$ cat src/hdl/oldq_pkg.sv
// Package with request and response types and the codes of the ordered deque.
`timescale 1ns / 1ps
package oldq_pkg;

  localparam logic [2:0] MODE_PUSH_FRONT = 3'd0;
  localparam logic [2:0] MODE_PUSH_BACK  = 3'd1;
  localparam logic [2:0] MODE_POP_FRONT  = 3'd2;
  localparam logic [2:0] MODE_POP_BACK   = 3'd3;
  localparam logic [2:0] MODE_DELETE     = 3'd4;

  localparam logic [1:0] ST_OK       = 2'd0;
  localparam logic [1:0] ST_EMPTY    = 2'd1;
  localparam logic [1:0] ST_NOTFOUND = 2'd2;
  localparam logic [1:0] ST_FULL     = 2'd3;

  typedef struct packed {
    logic [2:0]         mode;
    logic signed [31:0] item_value;
  } req_t;

  typedef struct packed {
    logic [1:0] status;
    logic [4:0] entry_count;
  } rsp_t;

endpackage

$ cat src/hdl/ordered_list_deque_with_delete.sv
// Top level of the bounded ordered deque with delete by value.
//
// Requests arrive as beats on req (req_valid/req_ready) and each request
// returns exactly one beat on rsp (rsp_valid/rsp_ready) carrying a status and
// the entry count after the request. The entries live in a single-port-write,
// registered-read memory, and one small sequencer walks it one entry at a time.
// The block takes one request at a time; req_ready is high only while the
// sequencer is idle.
// Steps from the accepted request to the raised rsp_valid:
//   push back, pop back, errors, unknown modes: straight to the done step.
//   push front: a read and a write per entry moved up, then the front write.
//   pop front: a read and a write per later entry moved down.
//   delete by value: a read and a compare per entry up to the hit or the end,
//   then a read and a write per entry moved down to close the gap.
// The memory read is registered, so the sequencer reads in one step and
// compares the data or writes it back in the next.
// A finished response waits in the output register while rsp_ready is low;
// the sequencer holds in its last step until that register is free.
// Reset (rst, synchronous) empties the list and drops any pending response.
`timescale 1ns / 1ps
module ordered_list_deque_with_delete
  import oldq_pkg::*;
#(
  parameter int CAPACITY    = 16,
  parameter int VALUE_WIDTH = 32
) (
  input  logic clk,
  input  logic rst,
  input  logic req_valid,
  output logic req_ready,
  input  req_t req,
  output logic rsp_valid,
  input  logic rsp_ready,
  output rsp_t rsp
);

  localparam int AW = (CAPACITY > 1) ? $clog2(CAPACITY) : 1;
  localparam int CW = $clog2(CAPACITY + 1);
  localparam logic [CW-1:0] CAP_COUNT = CW'(CAPACITY);
  localparam logic [CW-1:0] ONE = CW'(1);

  localparam logic [2:0] S_IDLE     = 3'd0;
  localparam logic [2:0] S_SHUP_RD  = 3'd1;
  localparam logic [2:0] S_SHUP_WR  = 3'd2;
  localparam logic [2:0] S_SCAN_RD  = 3'd3;
  localparam logic [2:0] S_SCAN_CMP = 3'd4;
  localparam logic [2:0] S_SHDN_RD  = 3'd5;
  localparam logic [2:0] S_SHDN_WR  = 3'd6;
  localparam logic [2:0] S_DONE     = 3'd7;

  logic [VALUE_WIDTH-1:0] mem [CAPACITY];
  logic [VALUE_WIDTH-1:0] rdata;

  logic [2:0]             state, state_next;
  logic [CW-1:0]          count, count_next;
  logic [CW-1:0]          idx, idx_next;
  logic [VALUE_WIDTH-1:0] val, val_next;
  logic [1:0]             st, st_next;
  logic                   rsp_valid_next;
  rsp_t                   rsp_next;

  logic                   we, re;
  logic [AW-1:0]          waddr, raddr;
  logic [VALUE_WIDTH-1:0] wdata;

  logic [63:0]            req_sext;
  logic [VALUE_WIDTH-1:0] req_val;
  logic [CW-1:0]          idx_dec, idx_inc;
  logic [CW+4:0]          count_wide;
  logic                   out_free;

  assign req_sext   = {{32{req.item_value[31]}}, req.item_value};
  assign req_val    = req_sext[VALUE_WIDTH-1:0];
  assign idx_dec    = idx - ONE;
  assign idx_inc    = idx + ONE;
  assign count_wide = {5'b0, count_next};
  assign out_free   = !rsp_valid || rsp_ready;
  assign req_ready  = (state == S_IDLE);

  always_comb begin
    state_next     = state;
    count_next     = count;
    idx_next       = idx;
    val_next       = val;
    st_next        = st;
    rsp_valid_next = rsp_valid && !rsp_ready;
    rsp_next       = rsp;
    we             = 1'b0;
    re             = 1'b0;
    waddr          = idx[AW-1:0];
    raddr          = idx[AW-1:0];
    wdata          = rdata;

    case (state)
      S_IDLE: begin
        if (req_valid) begin
          val_next   = req_val;
          st_next    = ST_OK;
          idx_next   = '0;
          state_next = S_DONE;
          case (req.mode)
            MODE_PUSH_FRONT: begin
              if (count >= CAP_COUNT) begin
                st_next = ST_FULL;
              end else begin
                idx_next   = count;
                state_next = S_SHUP_RD;
              end
            end
            MODE_PUSH_BACK: begin
              if (count >= CAP_COUNT) begin
                st_next = ST_FULL;
              end else begin
                we         = 1'b1;
                waddr      = count[AW-1:0];
                wdata      = req_val;
                count_next = count + ONE;
              end
            end
            MODE_POP_FRONT: begin
              if (count == '0) begin
                st_next = ST_EMPTY;
              end else begin
                state_next = S_SHDN_RD;
              end
            end
            MODE_POP_BACK: begin
              if (count == '0) begin
                st_next = ST_EMPTY;
              end else begin
                count_next = count - ONE;
              end
            end
            MODE_DELETE: begin
              if (count == '0) begin
                st_next = ST_EMPTY;
              end else begin
                state_next = S_SCAN_RD;
              end
            end
            default: begin
              st_next = ST_OK;
            end
          endcase
        end
      end

      // Move entries up by one, from the back toward the front, then drop the
      // new value into the front cell.
      S_SHUP_RD: begin
        if (idx == '0) begin
          we         = 1'b1;
          waddr      = '0;
          wdata      = val;
          count_next = count + ONE;
          state_next = S_DONE;
        end else begin
          re         = 1'b1;
          raddr      = idx_dec[AW-1:0];
          state_next = S_SHUP_WR;
        end
      end
      S_SHUP_WR: begin
        we         = 1'b1;
        waddr      = idx[AW-1:0];
        idx_next   = idx_dec;
        state_next = S_SHUP_RD;
      end

      S_SCAN_RD: begin
        if (idx >= count) begin
          st_next    = ST_NOTFOUND;
          state_next = S_DONE;
        end else begin
          re         = 1'b1;
          state_next = S_SCAN_CMP;
        end
      end
      S_SCAN_CMP: begin
        if (rdata == val) begin
          state_next = S_SHDN_RD;
        end else begin
          idx_next   = idx_inc;
          state_next = S_SCAN_RD;
        end
      end

      // Close the gap at idx by moving every later entry down by one.
      S_SHDN_RD: begin
        if (idx_inc >= count) begin
          count_next = count - ONE;
          state_next = S_DONE;
        end else begin
          re         = 1'b1;
          raddr      = idx_inc[AW-1:0];
          state_next = S_SHDN_WR;
        end
      end
      S_SHDN_WR: begin
        we         = 1'b1;
        waddr      = idx[AW-1:0];
        idx_next   = idx_inc;
        state_next = S_SHDN_RD;
      end

      S_DONE: begin
        if (out_free) begin
          rsp_valid_next       = 1'b1;
          rsp_next.status      = st;
          rsp_next.entry_count = count_wide[4:0];
          state_next           = S_IDLE;
        end
      end

      default: begin
        state_next = S_IDLE;
      end
    endcase
  end

  always_ff @(posedge clk) begin
    if (we) begin
      mem[waddr] <= wdata;
    end
    if (re) begin
      rdata <= mem[raddr];
    end
  end

  always_ff @(posedge clk) begin
    if (rst) begin
      state     <= S_IDLE;
      count     <= '0;
      rsp_valid <= 1'b0;
    end else begin
      state     <= state_next;
      count     <= count_next;
      rsp_valid <= rsp_valid_next;
    end
  end

  always_ff @(posedge clk) begin
    idx <= idx_next;
    val <= val_next;
    st  <= st_next;
    rsp <= rsp_next;
  end

endmodule
$ cat config.mk
export PLATFORM = sky130hd
export DESIGN_NAME = ordered_list_deque_with_delete
export DESIGN_NICKNAME = d
export VERILOG_FILES = /design/src/hdl/oldq_pkg.sv /design/src/hdl/ordered_list_deque_with_delete.sv
export SDC_FILE = /design/constraint.sdc
export NUM_CORES = 1
export LEC_CHECK = 0
export BUFFER_PORTS_ARGS = -buffer_cell sky130_fd_sc_hd__buf_2
export CAP_MARGIN = 10
export CORE_AREA = 4 4 225 227
export DETAILED_ROUTE_END_ITERATION = 16
export DIE_AREA = 0 0 229 231
export GPL_ROUTABILITY_DRIVEN = 0
export GPL_TIMING_DRIVEN = 1
export PLACE_DENSITY = 0.67
export SYNTH_ARGS = -nofsm -noshare
export SYNTH_HDL_FRONTEND = slang
export SYNTH_SLANG_ARGS = --single-unit
$ cat constraint.sdc
create_clock -name clk -period 8.75 [get_ports clk]
set_clock_uncertainty 0.1 [all_clocks]
set_input_delay 0.4375 -clock clk [delete_from_list [all_inputs] [get_ports clk]]
set_output_delay 0.4375 -clock clk [all_outputs]
set_load 0.01 [all_outputs]
==> impl_metrics.ini <==
[worst_hold_path]
hold_path_class = primary input to flip-flop
holdPathStages = 2

[sta]
setup_ws_ns = 3.97
slew_violations = 0
slew_headroom = 0.103
rsz0062_at_grt = false
final-setup-viol-count = 0
tightest_slew_ns = 1.35
finalSetupTns_ns = 0
fmax_mhz = 209
hold_violations = 0
fin_crit_ns = 4.78
period_share = 0.547

[setup_path]
worst-r2r-cell-count = 12
path_cells = ha_1, xor2_1, ha_1, a21o_1, a31oi_1, o21a_1, o211a_4, buf_4, a21oi_1, a22oi_1, a22oi_1, nand2_1
cpPeakStageDelay_ns = 0.94
crit_path_end_kind = flip-flop
cp_top_family = compound AO/OA/AOI/OAI gates
crit_arrival_ns = 5.15
crit_buf_inv = 1
critPathKind = flip-flop to flip-flop
slowest_stage = buf_4
required_ns = 9.11
start_kind = flip-flop
crit_fanout = 75
worstSetupPathDepth = 12

[clock_tree]
cts_max_level = 2
clk_latency_ns = 0.62
tritoncts = yes
post_cts_buffers = 0
cts.sinks = 599
cts_resized = 0
path_clk_slew_ns = 0.06
clock_path_buffers = 3
root_buffer = clkbuf_16
cts_buffers = 58

[job]
maxCapViolations = 0

[synth]
synth_xor_area_frac = 0.0128
synth_top_cell_area_share = 0.720
synth_adder_area_share = 0.00813
synth_seq_area_share = 0.727
synth_commonest_cells = 590 x edfxtp_1, 378 x nand2_1, 266 x a21oi_1
synth.most_common_cell = edfxtp_1
synthSimpleGateAreaFrac = 0.0877
synth_cell_types = 61
yosysTopAreaCell = edfxtp_1
synth_nets = 1897
avgSynthCellArea_sq_um = 13.4
yosysWarnings = 0
synthMuxAreaShare = 0.00203
synth_edf_count = 590
synth_flop_cell = edfxtp_1
synthTopCellsByArea = edfxtp_1 72%, a22oi_1 6.7%, nand2_1 5.8%, a21oi_1 5.4%, xnor2_1 1.1%
postSynthCellCount = 1842
async_flop_share = 0
synth_compound_area_frac = 0.139
synth_top_family_by_area = compound AO/OA/AOI/OAI gates
synth-seq-cells = 599
syn_area_sq_um = 24600

[pwr]
leakage_nw = 9.32
peakVddDrop_v = 0.000499
powerDensity_nw_per_um2 = 387

[layout]
fin_util = 0.568
antenna-diode-count = 0
drive_gt1_frac = 0.0990
n_fill_cell = 3830
nNetsFinal = 1949
syn2layout_area_growth_pct = 12.3

[placed_design]
dp_slack_ns = 4.00
dp.final_hpwl_microns = 30400
portBuffers = 47

[routing]
drtIter0Drc = 2026
wl_per_cell_microns = 25.0
viasPerCell = 6.23
via_count = 16000
ant_nets = 0
routed_wl_microns = 64100
drt-pass1-iter-count = 6
drc = 0

[global_routing]
grt_max_degree = 251
grt-ovfl-total = 0
grt_first_pass_wirelength_microns = 95300
grt_pass1_vias = 15200
antenna_found_initial = 0
groute.usage.overall = 0.238

[outcome]
status = finished clean

[floorplan]
fp.dieH_microns = 231
pin_count = 48
core_sq_um = 48600
dieArea_sq_um = 52900
die_width_microns = 229
initial_utilization = 0.506
num_rows = 81
[path summary, 6_finish.rpt]
path | startpoint | end | slack, ns
worst max-delay path | idx[0] | rdata[4] | 3.97
worst min-delay path | rst | count[2] | 0.06
worst max register to register | idx[0] | rdata[4] | 3.97
worst min register to register | st[1] | rsp[6] | 0.32
[repair_timing]
action,4_1_cts,5_1_grt
hold buffers,32,0
hold endpoints to repair,32,0
setup endpoints to repair,0,0
[worst reg2reg max path, delay by kind of cell, from the launching register on]
kind            cells  cell delay (ns)
compound gates      7             2.03
buf+inv             1             0.97
flops               1             0.61
fa+ha+maj           2             0.60
xor+xnor            1             0.22
simple gates        1             0.14
[cell type report]
type | count | area (sq um) | share of cell area
multi-input cells | 1112 | 6350 | 0.230
flip-flops and latches | 599 | 17900 | 0.648
clock inverters | 23 | 198 | 0.00715
clock buffers | 83 | 1550 | 0.0559
repair buffers | 111 | 821 | 0.0297
inverters | 12 | 45.0 | 0.00163
well taps | 622 | 778 | 0.0282
[stage by stage]
stage	std cells	cell area [sq um]	total power [mW]	hold WS, ns
finish	2562	27600	10.7	0.0572
global placement	2424	25600	8.26	0.308
floorplan	1842	24600	7.13	0.300
detailed placement	2424	25600	8.35	0.307
CTS	2562	27600	10.7	0.0246
global route	2562	27600	11.3	0.0476
[metal layers]
| layer | wire length, microns | global-route usage |
|---|---|---|
| met2 | 30200 | 0.385 |
| met4 | 2310 | 0.0833 |
| met5 | 0 | 0 |
| met3 | 5600 | 0.0404 |
| met1 | 26000 | 0.329 |
[cells in the final DEF (no fill, tap or decap), types with 3 or more instances in the layout]
cell and instances:
clkinv_2 7, dfxtp_1 9, dlygate4sd3_1 32, a22oi_1 221, o311ai_1 3, clkinvlp_4 3, o221ai_1 4, nor3_1 10
mux2i_1 5, nand4_1 10, clkbuf_16 58, nand3_1 12, clkbuf_1 25, bufinv_16 3, o21a_1 3, a221oi_1 4
nor2b_1 10, nor2_1 23, and3_1 5, nand2b_1 7, buf_2 47, a21oi_1 266, nor4_1 4, o21ai_0 18
xnor2_1 30, nor2_4 22, a21o_1 5, edfxtp_1 590, xor2_1 6, clkinv_1 9, inv_1 10, nand2_1 378
ha_1 16, buf_4 30, or2_2 5
[state kept, by name, indices dropped and copies added, names as in the netlist]
name	cells
idx	5
rsp_valid	1
count	5
val	32
rsp	7
state	3
st	2
mem	512
rdata	32
[report_power, final]
group | internal, mW | switching (mW) | leakage, nW
sequential | 4.00 | 0.177 | 5.42
combinational | 1.25 | 2.94 | 3.06
clock | 1.31 | 1.02 | 0.835
[cells by family after synthesis]
logic type / Yosys count
flip-flops: 599
AO/OA/AOI/OAI: 547
buffers and inverters: 131
XOR/XNOR: 36
multiplexers: 5
adder cells (fa/ha/maj): 16
AND/OR/NAND/NOR: 508
Power figures use the tool's default switching activity.
